[src/design/clws_pkg.sv]
// Shared types, constants and functions of the LCD write sequencer.
// No dependencies; imported by every module of the block.
package clws_pkg;

    localparam int MaxDigits = 10;
    localparam int NumBits   = 32;
    localparam int BcdW      = MaxDigits * 4;
    localparam int DigitIdxW = $clog2(MaxDigits);
    localparam int IterW     = $clog2(NumBits);

    localparam int InDataW  = 48;
    localparam int OutDataW = 24;

    localparam logic [7:0] AsciiZero = 8'h30;
    localparam logic [7:0] RowBase [4] = '{8'h80, 8'hC0, 8'h94, 8'hD4};

    typedef enum logic [1:0] {
        ACT_COMMAND = 2'd0,
        ACT_CHAR    = 2'd1,
        ACT_CURSOR  = 2'd2,
        ACT_NUMBER  = 2'd3
    } action_t;

    localparam logic [1:0] REG_FOUR_BIT_MODE  = 2'd0;
    localparam logic [1:0] REG_COMMAND_TICKS  = 2'd1;
    localparam logic [1:0] REG_CHAR_TICKS     = 2'd2;

    typedef enum logic [1:0] {
        ST_IDLE,
        ST_CONVERT,
        ST_SIZE,
        ST_EMIT
    } state_t;

    typedef struct packed {
        logic load;
        logic conv_step;
        logic size;
        logic emit;
    } clws_cmd_t;

    typedef struct packed {
        logic conv_last;
        logic out_free;
        logic last_pulse;
    } clws_stat_t;

    // One double-dabble step: adjust each digit, then shift in one binary bit.
    // The top bit of the result is the bit shifted out of the BCD word.
    function automatic logic [BcdW:0] dd_step(input logic [BcdW-1:0] bcd,
                                              input logic bit_in);
        logic [BcdW-1:0] adj;
        adj = bcd;
        for (int i = 0; i < MaxDigits; i++) begin
            if (adj[i*4 +: 4] >= 4'd5)
            begin
                adj[i*4 +: 4] = adj[i*4 +: 4] + 4'd3;
            end
        end
        return {adj, bit_in};
    endfunction

    // Position of the most significant nonzero digit, zero when all are zero.
    function automatic logic [DigitIdxW-1:0] top_digit(input logic [BcdW-1:0] bcd);
        logic [DigitIdxW-1:0] idx;
        idx = '0;
        for (int i = 0; i < MaxDigits; i++) begin
            if (bcd[i*4 +: 4] != 4'd0)
            begin
                idx = DigitIdxW'(i);
            end
        end
        return idx;
    endfunction

endpackage

[src/design/clws_ctrl.sv]
// Controller state machine of the LCD write sequencer.
// Depends on clws_pkg; drives the datapath by command and reads its status.
module clws_ctrl (
    input  logic                   clk,
    input  logic                   rst_n,
    input  logic                   in_valid,
    input  logic [1:0]             in_action,
    output logic                   in_ready,
    input  clws_pkg::clws_stat_t   stat,
    output clws_pkg::clws_cmd_t    cmd
);
    import clws_pkg::*;

    state_t state_reg;
    state_t state_next;

    always_ff @(posedge clk or negedge rst_n) begin
        if (!rst_n)
        begin
            state_reg <= ST_IDLE;
        end
        else
        begin
            state_reg <= state_next;
        end
    end

    always_comb begin
        state_next = state_reg;
        unique case (state_reg)
            ST_IDLE:
            begin
                if (in_valid)
                begin
                    state_next = (action_t'(in_action) == ACT_NUMBER) ? ST_CONVERT : ST_EMIT;
                end
            end
            ST_CONVERT:
            begin
                if (stat.conv_last)
                begin
                    state_next = ST_SIZE;
                end
            end
            ST_SIZE:
            begin
                state_next = ST_EMIT;
            end
            ST_EMIT:
            begin
                if (stat.out_free && stat.last_pulse)
                begin
                    state_next = ST_IDLE;
                end
            end
            default:
            begin
                state_next = ST_IDLE;
            end
        endcase
    end

    always_comb begin
        in_ready      = 1'b0;
        cmd           = '0;
        unique case (state_reg)
            ST_IDLE:
            begin
                in_ready = 1'b1;
                cmd.load = in_valid;
            end
            ST_CONVERT:
            begin
                cmd.conv_step = 1'b1;
            end
            ST_SIZE:
            begin
                cmd.size = 1'b1;
            end
            ST_EMIT:
            begin
                cmd.emit = stat.out_free;
            end
            default:
            begin
                cmd = '0;
            end
        endcase
    end

endmodule

[src/design/clws_datapath.sv]
// Datapath of the LCD write sequencer: registers, decimal conversion, pulse output.
// Depends on clws_pkg; steered by clws_ctrl through command and status.
module clws_datapath (
    input  logic                          clk,
    input  logic                          rst_n,
    input  logic                          cfg_valid,
    input  logic [1:0]                    cfg_index,
    input  logic [7:0]                    cfg_data,
    input  logic [1:0]                    in_action,
    input  logic [clws_pkg::InDataW-1:0]  in_data,
    input  logic                          out_ready,
    output logic                          out_valid,
    output logic [clws_pkg::OutDataW-1:0] out_data,
    output logic                          out_rs,
    output logic                          out_last,
    input  clws_pkg::clws_cmd_t           cmd,
    output clws_pkg::clws_stat_t          stat
);
    import clws_pkg::*;

    logic                 mode_reg,       mode_next;
    logic [7:0]           cmd_ticks_reg,  cmd_ticks_next;
    logic [7:0]           char_ticks_reg, char_ticks_next;
    logic [7:0]           byte_reg,       byte_next;
    logic                 is_num_reg,     is_num_next;
    logic                 is_data_reg,    is_data_next;
    logic [NumBits-1:0]   bin_reg,        bin_next;
    logic [BcdW-1:0]      bcd_reg,        bcd_next;
    logic                 ovf_reg,        ovf_next;
    logic [IterW-1:0]     iter_reg,       iter_next;
    logic [DigitIdxW-1:0] digit_reg,      digit_next;
    logic                 phase_reg,      phase_next;
    logic                 out_valid_reg,  out_valid_next;
    logic                 out_rs_reg,     out_rs_next;
    logic [7:0]           out_lines_reg,  out_lines_next;
    logic [7:0]           out_hi_reg,     out_hi_next;
    logic [7:0]           out_lo_reg,     out_lo_next;
    logic                 out_last_reg,   out_last_next;

    action_t              act;
    logic [7:0]           in_byte;
    logic [NumBits-1:0]   in_number;
    logic [1:0]           in_row;
    logic [5:0]           in_col;
    logic [BcdW:0]        dd_res;
    logic [3:0]           digit_sel;
    logic [7:0]           cur_byte;
    logic                 last_c;

    assign act       = action_t'(in_action);
    assign in_byte   = in_data[7:0];
    assign in_number = in_data[39:8];
    assign in_row    = in_data[41:40];
    assign in_col    = in_data[47:42];

    assign dd_res    = dd_step(bcd_reg, bin_reg[NumBits-1]);
    assign digit_sel = bcd_reg[{digit_reg, 2'b00} +: 4];
    assign cur_byte  = is_num_reg ? (AsciiZero | {4'd0, digit_sel}) : byte_reg;
    assign last_c    = (digit_reg == '0) && (!mode_reg || phase_reg);

    assign stat.conv_last  = (iter_reg == IterW'(NumBits - 1));
    assign stat.out_free   = !out_valid_reg || out_ready;
    assign stat.last_pulse = last_c;

    assign out_valid = out_valid_reg;
    assign out_data  = {out_lo_reg, out_hi_reg, out_lines_reg};
    assign out_rs    = out_rs_reg;
    assign out_last  = out_last_reg;

    always_comb begin
        mode_next       = mode_reg;
        cmd_ticks_next  = cmd_ticks_reg;
        char_ticks_next = char_ticks_reg;
        if (cfg_valid)
        begin
            unique case (cfg_index)
                REG_FOUR_BIT_MODE: mode_next       = cfg_data[0];
                REG_COMMAND_TICKS: cmd_ticks_next  = cfg_data;
                REG_CHAR_TICKS:    char_ticks_next = cfg_data;
                default:           mode_next       = mode_reg;
            endcase
        end
    end

    always_comb begin
        byte_next    = byte_reg;
        is_num_next  = is_num_reg;
        is_data_next = is_data_reg;
        bin_next     = bin_reg;
        bcd_next     = bcd_reg;
        ovf_next     = ovf_reg;
        iter_next    = iter_reg;
        digit_next   = digit_reg;
        phase_next   = phase_reg;
        if (cmd.load)
        begin
            byte_next    = (act == ACT_CURSOR) ? RowBase[in_row] + {2'd0, in_col} : in_byte;
            is_num_next  = (act == ACT_NUMBER);
            is_data_next = (act == ACT_CHAR) || (act == ACT_NUMBER);
            bin_next     = in_number;
            bcd_next     = '0;
            ovf_next     = 1'b0;
            iter_next    = '0;
            digit_next   = '0;
            phase_next   = 1'b0;
        end
        if (cmd.conv_step)
        begin
            bcd_next  = dd_res[BcdW-1:0];
            ovf_next  = ovf_reg | dd_res[BcdW];
            bin_next  = {bin_reg[NumBits-2:0], 1'b0};
            iter_next = iter_reg + 1'b1;
        end
        if (cmd.size)
        begin
            digit_next = ovf_reg ? DigitIdxW'(MaxDigits - 1) : top_digit(bcd_reg);
        end
        if (cmd.emit)
        begin
            if (mode_reg && !phase_reg)
            begin
                phase_next = 1'b1;
            end
            else
            begin
                phase_next = 1'b0;
                if (digit_reg != '0)
                begin
                    digit_next = digit_reg - 1'b1;
                end
            end
        end
    end

    always_comb begin
        out_valid_next = out_valid_reg;
        out_rs_next    = out_rs_reg;
        out_lines_next = out_lines_reg;
        out_hi_next    = out_hi_reg;
        out_lo_next    = out_lo_reg;
        out_last_next  = out_last_reg;
        if (out_ready)
        begin
            out_valid_next = 1'b0;
        end
        if (cmd.emit)
        begin
            out_valid_next = 1'b1;
            out_rs_next    = is_data_reg;
            out_hi_next    = is_data_reg ? char_ticks_reg : cmd_ticks_reg;
            out_lo_next    = (mode_reg && !is_data_reg) ? cmd_ticks_reg : 8'd0;
            out_last_next  = last_c;
            if (mode_reg)
            begin
                out_lines_next = {4'd0, phase_reg ? cur_byte[3:0] : cur_byte[7:4]};
            end
            else
            begin
                out_lines_next = cur_byte;
            end
        end
    end

    always_ff @(posedge clk or negedge rst_n) begin
        if (!rst_n)
        begin
            mode_reg       <= 1'b0;
            cmd_ticks_reg  <= 8'd5;
            char_ticks_reg <= 8'd10;
            out_valid_reg  <= 1'b0;
            iter_reg       <= '0;
            digit_reg      <= '0;
            phase_reg      <= 1'b0;
            ovf_reg        <= 1'b0;
        end
        else
        begin
            mode_reg       <= mode_next;
            cmd_ticks_reg  <= cmd_ticks_next;
            char_ticks_reg <= char_ticks_next;
            out_valid_reg  <= out_valid_next;
            iter_reg       <= iter_next;
            digit_reg      <= digit_next;
            phase_reg      <= phase_next;
            ovf_reg        <= ovf_next;
        end
    end

    always_ff @(posedge clk) begin
        byte_reg      <= byte_next;
        is_num_reg    <= is_num_next;
        is_data_reg   <= is_data_next;
        bin_reg       <= bin_next;
        bcd_reg       <= bcd_next;
        out_rs_reg    <= out_rs_next;
        out_lines_reg <= out_lines_next;
        out_hi_reg    <= out_hi_next;
        out_lo_reg    <= out_lo_next;
        out_last_reg  <= out_last_next;
    end

endmodule

[src/design/char_lcd_write_sequencer_unit.sv]
// Top level of the character LCD write sequencer.
// Depends on clws_pkg, clws_ctrl and clws_datapath.
//
//   Channel   Direction  Carries
//   s_axis    in         one request: kind in tuser, operands in tdata
//   m_axis    out        one enable pulse per transaction, tlast on the final one
//   cfg       in         register writes, index and data
//
// A command, character or cursor request is accepted and then sends one or two pulses.
// A number is accepted, run through binary-to-BCD shifting over all 32 bits, sized, and
// then sends one pulse per digit, or two per digit in four-bit mode, up to 20 pulses.
// The shift loop converts one bit per cycle. Only one request is in work at a time.
// A stall on m_axis holds the pending pulse in the output register.
// Reset is asynchronous and active low and restores the register defaults.
module char_lcd_write_sequencer_unit (
    input  logic                          clk,
    input  logic                          rst_n,
    input  logic                          s_axis_tvalid,
    output logic                          s_axis_tready,
    // byte_value, number_value, row_index, column_index
    input  logic [clws_pkg::InDataW-1:0]  s_axis_tdata,
    // action
    input  logic [1:0]                    s_axis_tuser,
    output logic                          m_axis_tvalid,
    input  logic                          m_axis_tready,
    // data_lines, enable_high_ticks, enable_low_ticks
    output logic [clws_pkg::OutDataW-1:0] m_axis_tdata,
    // register_select
    output logic                          m_axis_tuser,
    output logic                          m_axis_tlast,
    input  logic                          cfg_valid,
    output logic                          cfg_ready,
    input  logic [1:0]                    cfg_index,
    input  logic [7:0]                    cfg_data
);
    import clws_pkg::*;

    clws_cmd_t  cmd;
    clws_stat_t stat;

    assign cfg_ready = 1'b1;

    clws_ctrl u_ctrl (
        .clk       (clk),
        .rst_n     (rst_n),
        .in_valid  (s_axis_tvalid),
        .in_action (s_axis_tuser),
        .in_ready  (s_axis_tready),
        .stat      (stat),
        .cmd       (cmd)
    );

    clws_datapath u_datapath (
        .clk       (clk),
        .rst_n     (rst_n),
        .cfg_valid (cfg_valid),
        .cfg_index (cfg_index),
        .cfg_data  (cfg_data),
        .in_action (s_axis_tuser),
        .in_data   (s_axis_tdata),
        .out_ready (m_axis_tready),
        .out_valid (m_axis_tvalid),
        .out_data  (m_axis_tdata),
        .out_rs    (m_axis_tuser),
        .out_last  (m_axis_tlast),
        .cmd       (cmd),
        .stat      (stat)
    );

endmodule

[config.mk]
export PLATFORM = sky130hd
export DESIGN_NAME = char_lcd_write_sequencer_unit
export DESIGN_NICKNAME = d
export VERILOG_FILES = /design/src/design/clws_pkg.sv /design/src/design/clws_ctrl.sv /design/src/design/clws_datapath.sv /design/src/design/char_lcd_write_sequencer_unit.sv
export SDC_FILE = /design/constraint.sdc
export NUM_CORES = 1
export LEC_CHECK = 0
export BUFFER_PORTS_ARGS = -buffer_cell sky130_fd_sc_hd__buf_2
export CAP_MARGIN = 0
export CORE_MARGIN = 2
export CORE_UTILIZATION = 25
export DETAILED_ROUTE_END_ITERATION = 10
export GPL_ROUTABILITY_DRIVEN = 0
export PLACE_DENSITY_LB_ADDON = 0.15
export SETUP_SLACK_MARGIN = 0.2
export SLEW_MARGIN = 20
export SYNTH_ARGS = -nofsm -noshare
export SYNTH_HDL_FRONTEND = slang
export SYNTH_SLANG_ARGS = --single-unit
[constraint.sdc]
create_clock -name clk -period 4 [get_ports clk]
set_clock_uncertainty 0.2 [all_clocks]
set_input_delay 0.4 -clock clk [delete_from_list [all_inputs] [get_ports clk]]
set_output_delay 0.4 -clock clk [all_outputs]
set_load 0.005 [all_outputs]
==> metrics.md, run 1 <==
| Metric | Value |
|---|---|
| Die Span Y | `174 um` |
| Final Critical Period | `2.60 ns` |
| Core outline area | `28500 um^2` |
| Critical path arrival | `2.50 ns` |
| Post-route cell area | `8690 um^2` |
| Clk buf depth | `2` |
| Slew margin rel. | `44.4%` |
| H-tree levels | `4` |
| Sequential-to-total area share from yosys stat | `55.7%` |
| Sink Count | `139` |
| Horiz. Die Dim | `174 um` |
| Dpl cell area | `8070 um^2` |
| Top-area cell type share of the netlist area | `44.6%` |
| Status | `finished, final reports clean` |
| Cells after Synth | `630` |
| Pre-CTS setup slack | `1.38 ns` |
| Largest net degree at the start of global routing | `83` |
| Initial core utilization | `25.2%` |
| WL/cell | `14.7 um` |
| Vias | `4945` |
| Fillers | `3019` |
| Final Slew Violations | `0` |
| Most common cell after layout, fill and taps aside | `edfxtp_1` |
| Period utilisation layout | `65.0%` |
| Vias/cell | `4.41` |
| Yosys top cell by area | `edfxtp_1` |
| Layout Nets | `821` |
| First-iteration detailed-routing DRC count | `280` |
| Post-layout util | `30.4%` |
| Pwr Density | `768 nW/um^2` |
| DRC | `0` |
| Predominant post-synthesis flop cell | `edfxtp_1` |
| Synth Net Count | `726` |
| CTS Buf Count | `17` |
| First-pass GRT wire length | `27000 um` |
| Max rail drop VDD | `308 uV` |
| Max-Cap Viols | `0` |
| DP Wirelength | `11500 um` |
| Most frequent cells in the layout | `edfxtp_1 (107), nand2_1 (105), buf_2 (92)` |
| Setup_tns | `0 ns` |
| Die area | `30200 um^2` |
| Worst skew pair latency | `0.43 ns` |
| Vias in the first global route | `5114` |
| Post-CTS Setup Bufs | `0` |
| Unrepaired setup endpoints after global routing | `no` |
| Syn Std Cell Area | `7200 um^2` |
| Mean area per synthesized cell | `11.4 um^2` |
| YS warnings | `0` |
| # port buffers | `92` |
| Top-level I/O count | `94` |
| Antenna violations before repair | `1` |
| Routed WL | `16500 um` |
| Detail Route Antenna Nets | `0` |
| EDFF count, synth | `107` |
| Endpoints failing setup | `0` |
| Cell variety after synth | `53` |
| Seq cells post-synth | `139` |
| Row cnt | `62` |
| Ys async rst share | `22.3%` |
| P_leak | `3.40 nW` |
| Synth top area cells | `edfxtp_1 (45%), dfrtp_1 (9.4%), nand2_1 (5.5%)` |
| CTS tree | `done` |
| Worst Setup Slack, final | `1.40 ns` |
| Max Freq | `0.385 GHz` |
| Final global-route overflow total | `0` |
| Setup crit start kind | `flip-flop` |
| Syn-to-layout area delta | `20.6%` |
| Req. time, crit path | `3.90 ns` |
| Kind of critical path | `flip-flop to flip-flop` |
| CTS root buf | `clkbuf_16` |
| Worst min path class | `input port to flip-flop` |
| Worst Tran Pin Value | `0.822 ns` |
| Drt first pass iters | `4` |
| Largest register FFs | `40` |
| Worst-path maximum fanout | `39` |
| Hold Fails Final Rpt | `0` |
| CP endpoint kind | `flip-flop` |
| Fraction of layout cells with a size suffix above 1 | `24.4%` |
| All-Layer GR Usage | `11.3%` |
| Reg clk slew, reported paths | `0.07 ns` |
| Antenna diode count | `0` |
==> synthesized netlist by cell type (all sizes together), types with 5 or more instances <==
library cell / n
nand2: 105
xnor2: 23
ha: 31
a21oi: 16
a211oi: 11
mux2: 29
buf: 11
and2: 10
edfxtp: 107
nor3b: 8
or3b: 5
inv: 29
a21o: 11
o21ai: 56
and3: 11
nor2: 45
dfrtp: 27
clkbuf: 15
mux2i: 15
mux4: 8
nand2b: 14
==> critical path, cell delays in order (launching register included) <==
cell and delay [ns]:
dfrtp_1 0.41, inv_1 0.11, ha_1 0.26, nand2_1 0.21, inv_2 0.10, nor2_1 0.07
inv_2 0.56, buf_12 0.32
==> through the flow <==
stage | power (mW) | cells | hold slack, ns
floorplan | 4.44 | 630 | -0.0956
global placement | 5.13 | 1085 | 0.283
detailed placement | 5.21 | 1085 | 0.265
CTS | 6.80 | 1122 | 0.00129
global route | 7.21 | 1122 | 0.00847
finish | 6.67 | 1122 | 0.0263
==> path summary, 6_finish.rpt <==
path                                        from                            to  slack (ns)  depth (start not counted)
min in group asynchronous                  rst_n  u_datapath.char_ticks_reg[7]        0.40                          2
max                          u_ctrl.state_reg[0]        u_datapath.bcd_reg[20]        1.40                          7
min                                  cfg_data[3]  u_datapath.char_ticks_reg[3]        0.03                          2
min reg2reg                u_datapath.bin_reg[0]         u_datapath.bin_reg[0]        0.27                          2
max reg2reg                  u_ctrl.state_reg[0]        u_datapath.bcd_reg[20]        1.40                          7
max in group asynchronous                  rst_n        u_datapath.iter_reg[1]        2.72                          2
==> power by group <==
group / internal, mW / leakage (nW) / switching [mW] / total (mW)
clock: 0.830 / 0.282 / 0.714 / 1.54
combinational: 0.986 / 1.70 / 1.28 / 2.26
sequential: 2.35 / 1.41 / 0.511 / 2.87
total: 4.17 / 3.40 / 2.50 / 6.67
==> routing by layer <==
metal / routed length [um] / track usage (%) / vias up / part of all wire (%)
li1: - / - / 2433 / -
met2: 7660 / 17.8 / 114 / 46
met1: 7620 / 14.7 / 2370 / 46
met5: 7 / 0 / - / 0.042
met3: 791 / 3.00 / 26 / 4.8
met4: 409 / 4.87 / 2 / 2.5
==> timing repair <==
item                                    4_1_cts  5_1_grt
resized for setup                             0        0
endpoints found under the setup margin        0        0
endpoints found under the hold margin        33        0
hold buffers                                  5        0
==> kinds of logic (layout without fill, tap and decap cells) <==
kind of cell               after synthesis  after routing  synth area share, %
AOI/OAI and AO/OA                      114            114                 9.60
xor gates and xnor gates                25             25                 3.04
adders and majority gates               31             31                 5.38
buffers and inverters                   56            164                 3.40
other                                    1              1               0.0521
and+or+nand+nor                        212            212                 13.7
DFF                                    139            139                 55.7
muxes                                   52             52                 9.12
==> area by class of cell <==
| type | count | area [um^2] | share of cell area (%) |
|---|---|---|---|
| Sequential cell | 139 | 4010 | 46.2 |
| Tap cell | 384 | 480 | 5.53 |
| Multi-Input combinational cell | 435 | 2950 | 33.9 |
| Clock buffer | 17 | 425 | 4.89 |
| Inverter | 30 | 113 | 1.30 |
| Clock inverter | 15 | 148 | 1.70 |
| Timing Repair Buffer | 102 | 561 | 6.45 |
No activity file was read; power rests on OpenSTA's default activity.
==> run 2: changes to the inputs <==
==> constraint.sdc (replaced) <==
create_clock -name clk -period 2.6 [get_ports clk]
set_clock_uncertainty 0.2 [all_clocks]
set_input_delay 0.26 -clock clk [delete_from_list [all_inputs] [get_ports clk]]
set_output_delay 0.26 -clock clk [all_outputs]
set_load 0.005 [all_outputs]
==> run 2 against run 1 <==
Effect of this change: first-iteration DRC count rose by 3.6%; clock power grew 55%; worst hold slack lost 0.020 ns; critical path type is now input port to flip-flop; non-clock buffer count rose by 53; power up 57%; final cell count grew 4.8%; critical path depth is 2 lower; utilization rose by 2.0 points; worst setup slack worse by 1.0 ns.
==> metrics.md, run 2 (synthesis gave the netlist of run 1 again) <==
| Metric | Value |
|---|---|
| Worst Setup Slack, final | `0.386 ns (-1.02 ns)` |
| All-Layer GR Usage | `11.4% (+0.040 points)` |
| Worst min path class | `input port to flip-flop` |
| Antenna violations before repair | `2 (+1)` |
| Fraction of layout cells with a size suffix above 1 | `24.5% (+0.14 points)` |
| Worst skew pair latency | `0.43 ns (about the same)` |
| Crit path cell chain | `dlygate4sd3_1 -> buf_2 -> nand2b_1 -> mux2_2 -> dlygate4sd3_1` |
| Crit-path leading delay family | `buffers and inverters` |
| Detail Route Antenna Nets | `0 (unchanged)` |
| Critical Path Start | `s_axis_tuser[0]` |
| Slew margin rel. | `48.3% (+3.9 points)` |
| Unrepaired setup endpoints after global routing | `no` |
| Final Slew Violations | `0 (unchanged)` |
| P_leak | `3.63 nW (+7.0%)` |
| Status | `finished, final reports clean` |
| Final Critical Period | `2.21 ns` |
| Layout Nets | `874 (+6.5%)` |
| Top-level I/O count | `94 (unchanged)` |
| Post-layout util | `32.4% (+2.0 points)` |
| Syn-to-layout area delta | `28.5%` |
| Worst Tran Pin Value | `0.775 ns (-0.0469 ns)` |
| Clk buf depth | `2 (unchanged)` |
| CP Depth | `5 (-2)` |
| Endpoints failing setup | `0 (unchanged)` |
| Setup_tns | `0 ns (unchanged)` |
| RR Startpoint | `u_datapath.digit_reg[0]` |
| CTS tree | `done` |
| Fillers | `2970 (-1.6%)` |
| Most common cell after layout, fill and taps aside | `edfxtp_1` |
| Horiz. Die Dim | `174 um (unchanged)` |
| CP endpoint kind | `flip-flop` |
| Max rail drop VDD | `442 uV (+44%)` |
| Pre-CTS setup slack | `0.512 ns (-0.867 ns)` |
| R2R setup slack | `0.48 ns (-0.92 ns)` |
| CP Capture Point | `u_datapath.byte_reg[1]` |
| Hold Fails Final Rpt | `0 (unchanged)` |
| Most frequent cells in the layout | `edfxtp_1 (107), nand2_1 (104), buf_2 (92)` |
| Final global-route overflow total | `0 (unchanged)` |
| Sink Count | `139 (unchanged)` |
| CTS root buf | `clkbuf_16` |
| Period utilisation layout | `85.2%` |
| Row cnt | `62 (unchanged)` |
| CTS Buf Count | `17 (unchanged)` |
| Vias | `5133 (+3.8%)` |
| Kind of critical path | `input port to flip-flop` |
| CP Buf/Inv Count | `3 (-1)` |
| Core outline area | `28500 um^2 (unchanged)` |
| R2R Path End | `u_datapath.out_lines_reg[3]` |
| Drt first pass iters | `5 (+1)` |
| Reg2Reg Depth | `5 (-2)` |
| Reg clk slew, reported paths | `0.07 ns (about the same)` |
| Largest register FFs | `40 (unchanged)` |
| Largest net degree at the start of global routing | `70 (-16%)` |
| Req. time, crit path | `2.58 ns (-1.32 ns)` |
| Die Span Y | `174 um (unchanged)` |
| Initial core utilization | `25.2% (unchanged)` |
| Max Freq | `0.452 GHz` |
| First-pass GRT wire length | `27500 um (+1.8%)` |
| Pwr Density | `1130 nW/um^2 (+47%)` |
| Routed WL | `16500 um (+0.36%)` |
| # port buffers | `92 (unchanged)` |
| Critical path arrival | `2.19 ns (-0.31 ns)` |
| Crit-path max cell delay | `0.55 ns (about the same)` |
| DRC | `0 (unchanged)` |
| Die area | `30200 um^2 (unchanged)` |
| Setup crit start kind | `input port` |
| DP Wirelength | `11500 um (+0.64%)` |
| Vias in the first global route | `5328 (+4.2%)` |
| First-iteration detailed-routing DRC count | `290 (+3.6%)` |
| CP dominant cell by count | `dlygate4sd3_1` |
| H-tree levels | `4 (unchanged)` |
| Worst-path maximum fanout | `12 (-69%)` |
| Max-Cap Viols | `0 (unchanged)` |
| CP max stage cell | `dlygate4sd3_1` |
| WL/cell | `14.1 um (-4.3%)` |
| Vias/cell | `4.36 (-0.96%)` |
run 2: per-layer routing:
| metal | vias to the layer above | global-route usage [%] | part of all wire (%) |
|---|---|---|---|
| li1 | 2541 | - | - |
| met1 | 2475 | 14.2 | 46 |
| met2 | 103 | 19.4 | 49 |
| met3 | 12 | 3.20 | 4.5 |
| met4 | 2 | 2.80 | 0.73 |
| met5 | - | 0 | 0.097 |
run 2: worst min-delay path by stage:
stage | slack, ns | end | depth (start not counted) | from
after floorplan | -0.24 | u_ctrl.state_reg[0] | 0 | rst_n
after global placement | 0.19 | u_datapath.char_ticks_reg[5] | 1 | rst_n
after detailed placement | 0.19 | u_datapath.char_ticks_reg[5] | 1 | rst_n
after CTS | 0.003 | u_datapath.bin_reg[6] | 3 | s_axis_tdata[14]
after global routing | 0.005 | u_datapath.bin_reg[6] | 3 | s_axis_tdata[14]
final | 0.006 | u_datapath.bin_reg[26] | 3 | s_axis_tdata[34]
run 2: where the power goes:
part / leakage [nW] / total (mW) / switching, mW / internal (mW)
sequential: 1.41 / 4.32 / 0.705 / 3.62
clock: 0.286 / 2.39 / 1.11 / 1.28
combinational: 1.94 / 3.75 / 2.07 / 1.68
run 2: cell type report:
type                       instances  area (um^2)  share of cell area [%]
tap                              384          480                    5.19
clock inverter                    15          154                    1.66
timing repair buffer             155         1080                    11.7
sequential                       139         4010                    43.4
multi-input combinational        435         2980                    32.2
antenna                            1         2.50                  0.0270
clock buffer                      17          425                    4.60
inverter                          30          121                    1.31
run 2: repair_timing:
item	CTS	global route
hold buffers	49	0
gates resized for setup	0	0
setup buffers	0	0
hold endpoints to repair	80	0
run 2: tightest hold or removal path: stages:
cell     delay, ns
buf_2         0.07
nand2_1       0.04
o21ai_0       0.14
run 2: metrics by stage:
step	total power, mW	hold WS (ns)	cell area (um^2)	instances
global placement	8.06	0.185	8180	1094
global route	11.3	0.00510	9260	1176
finish	10.5	0.00580	9260	1176
detailed placement	8.14	0.191	8180	1094
CTS	10.6	0.00264	9250	1175
floorplan	6.88	-0.236	7250	630
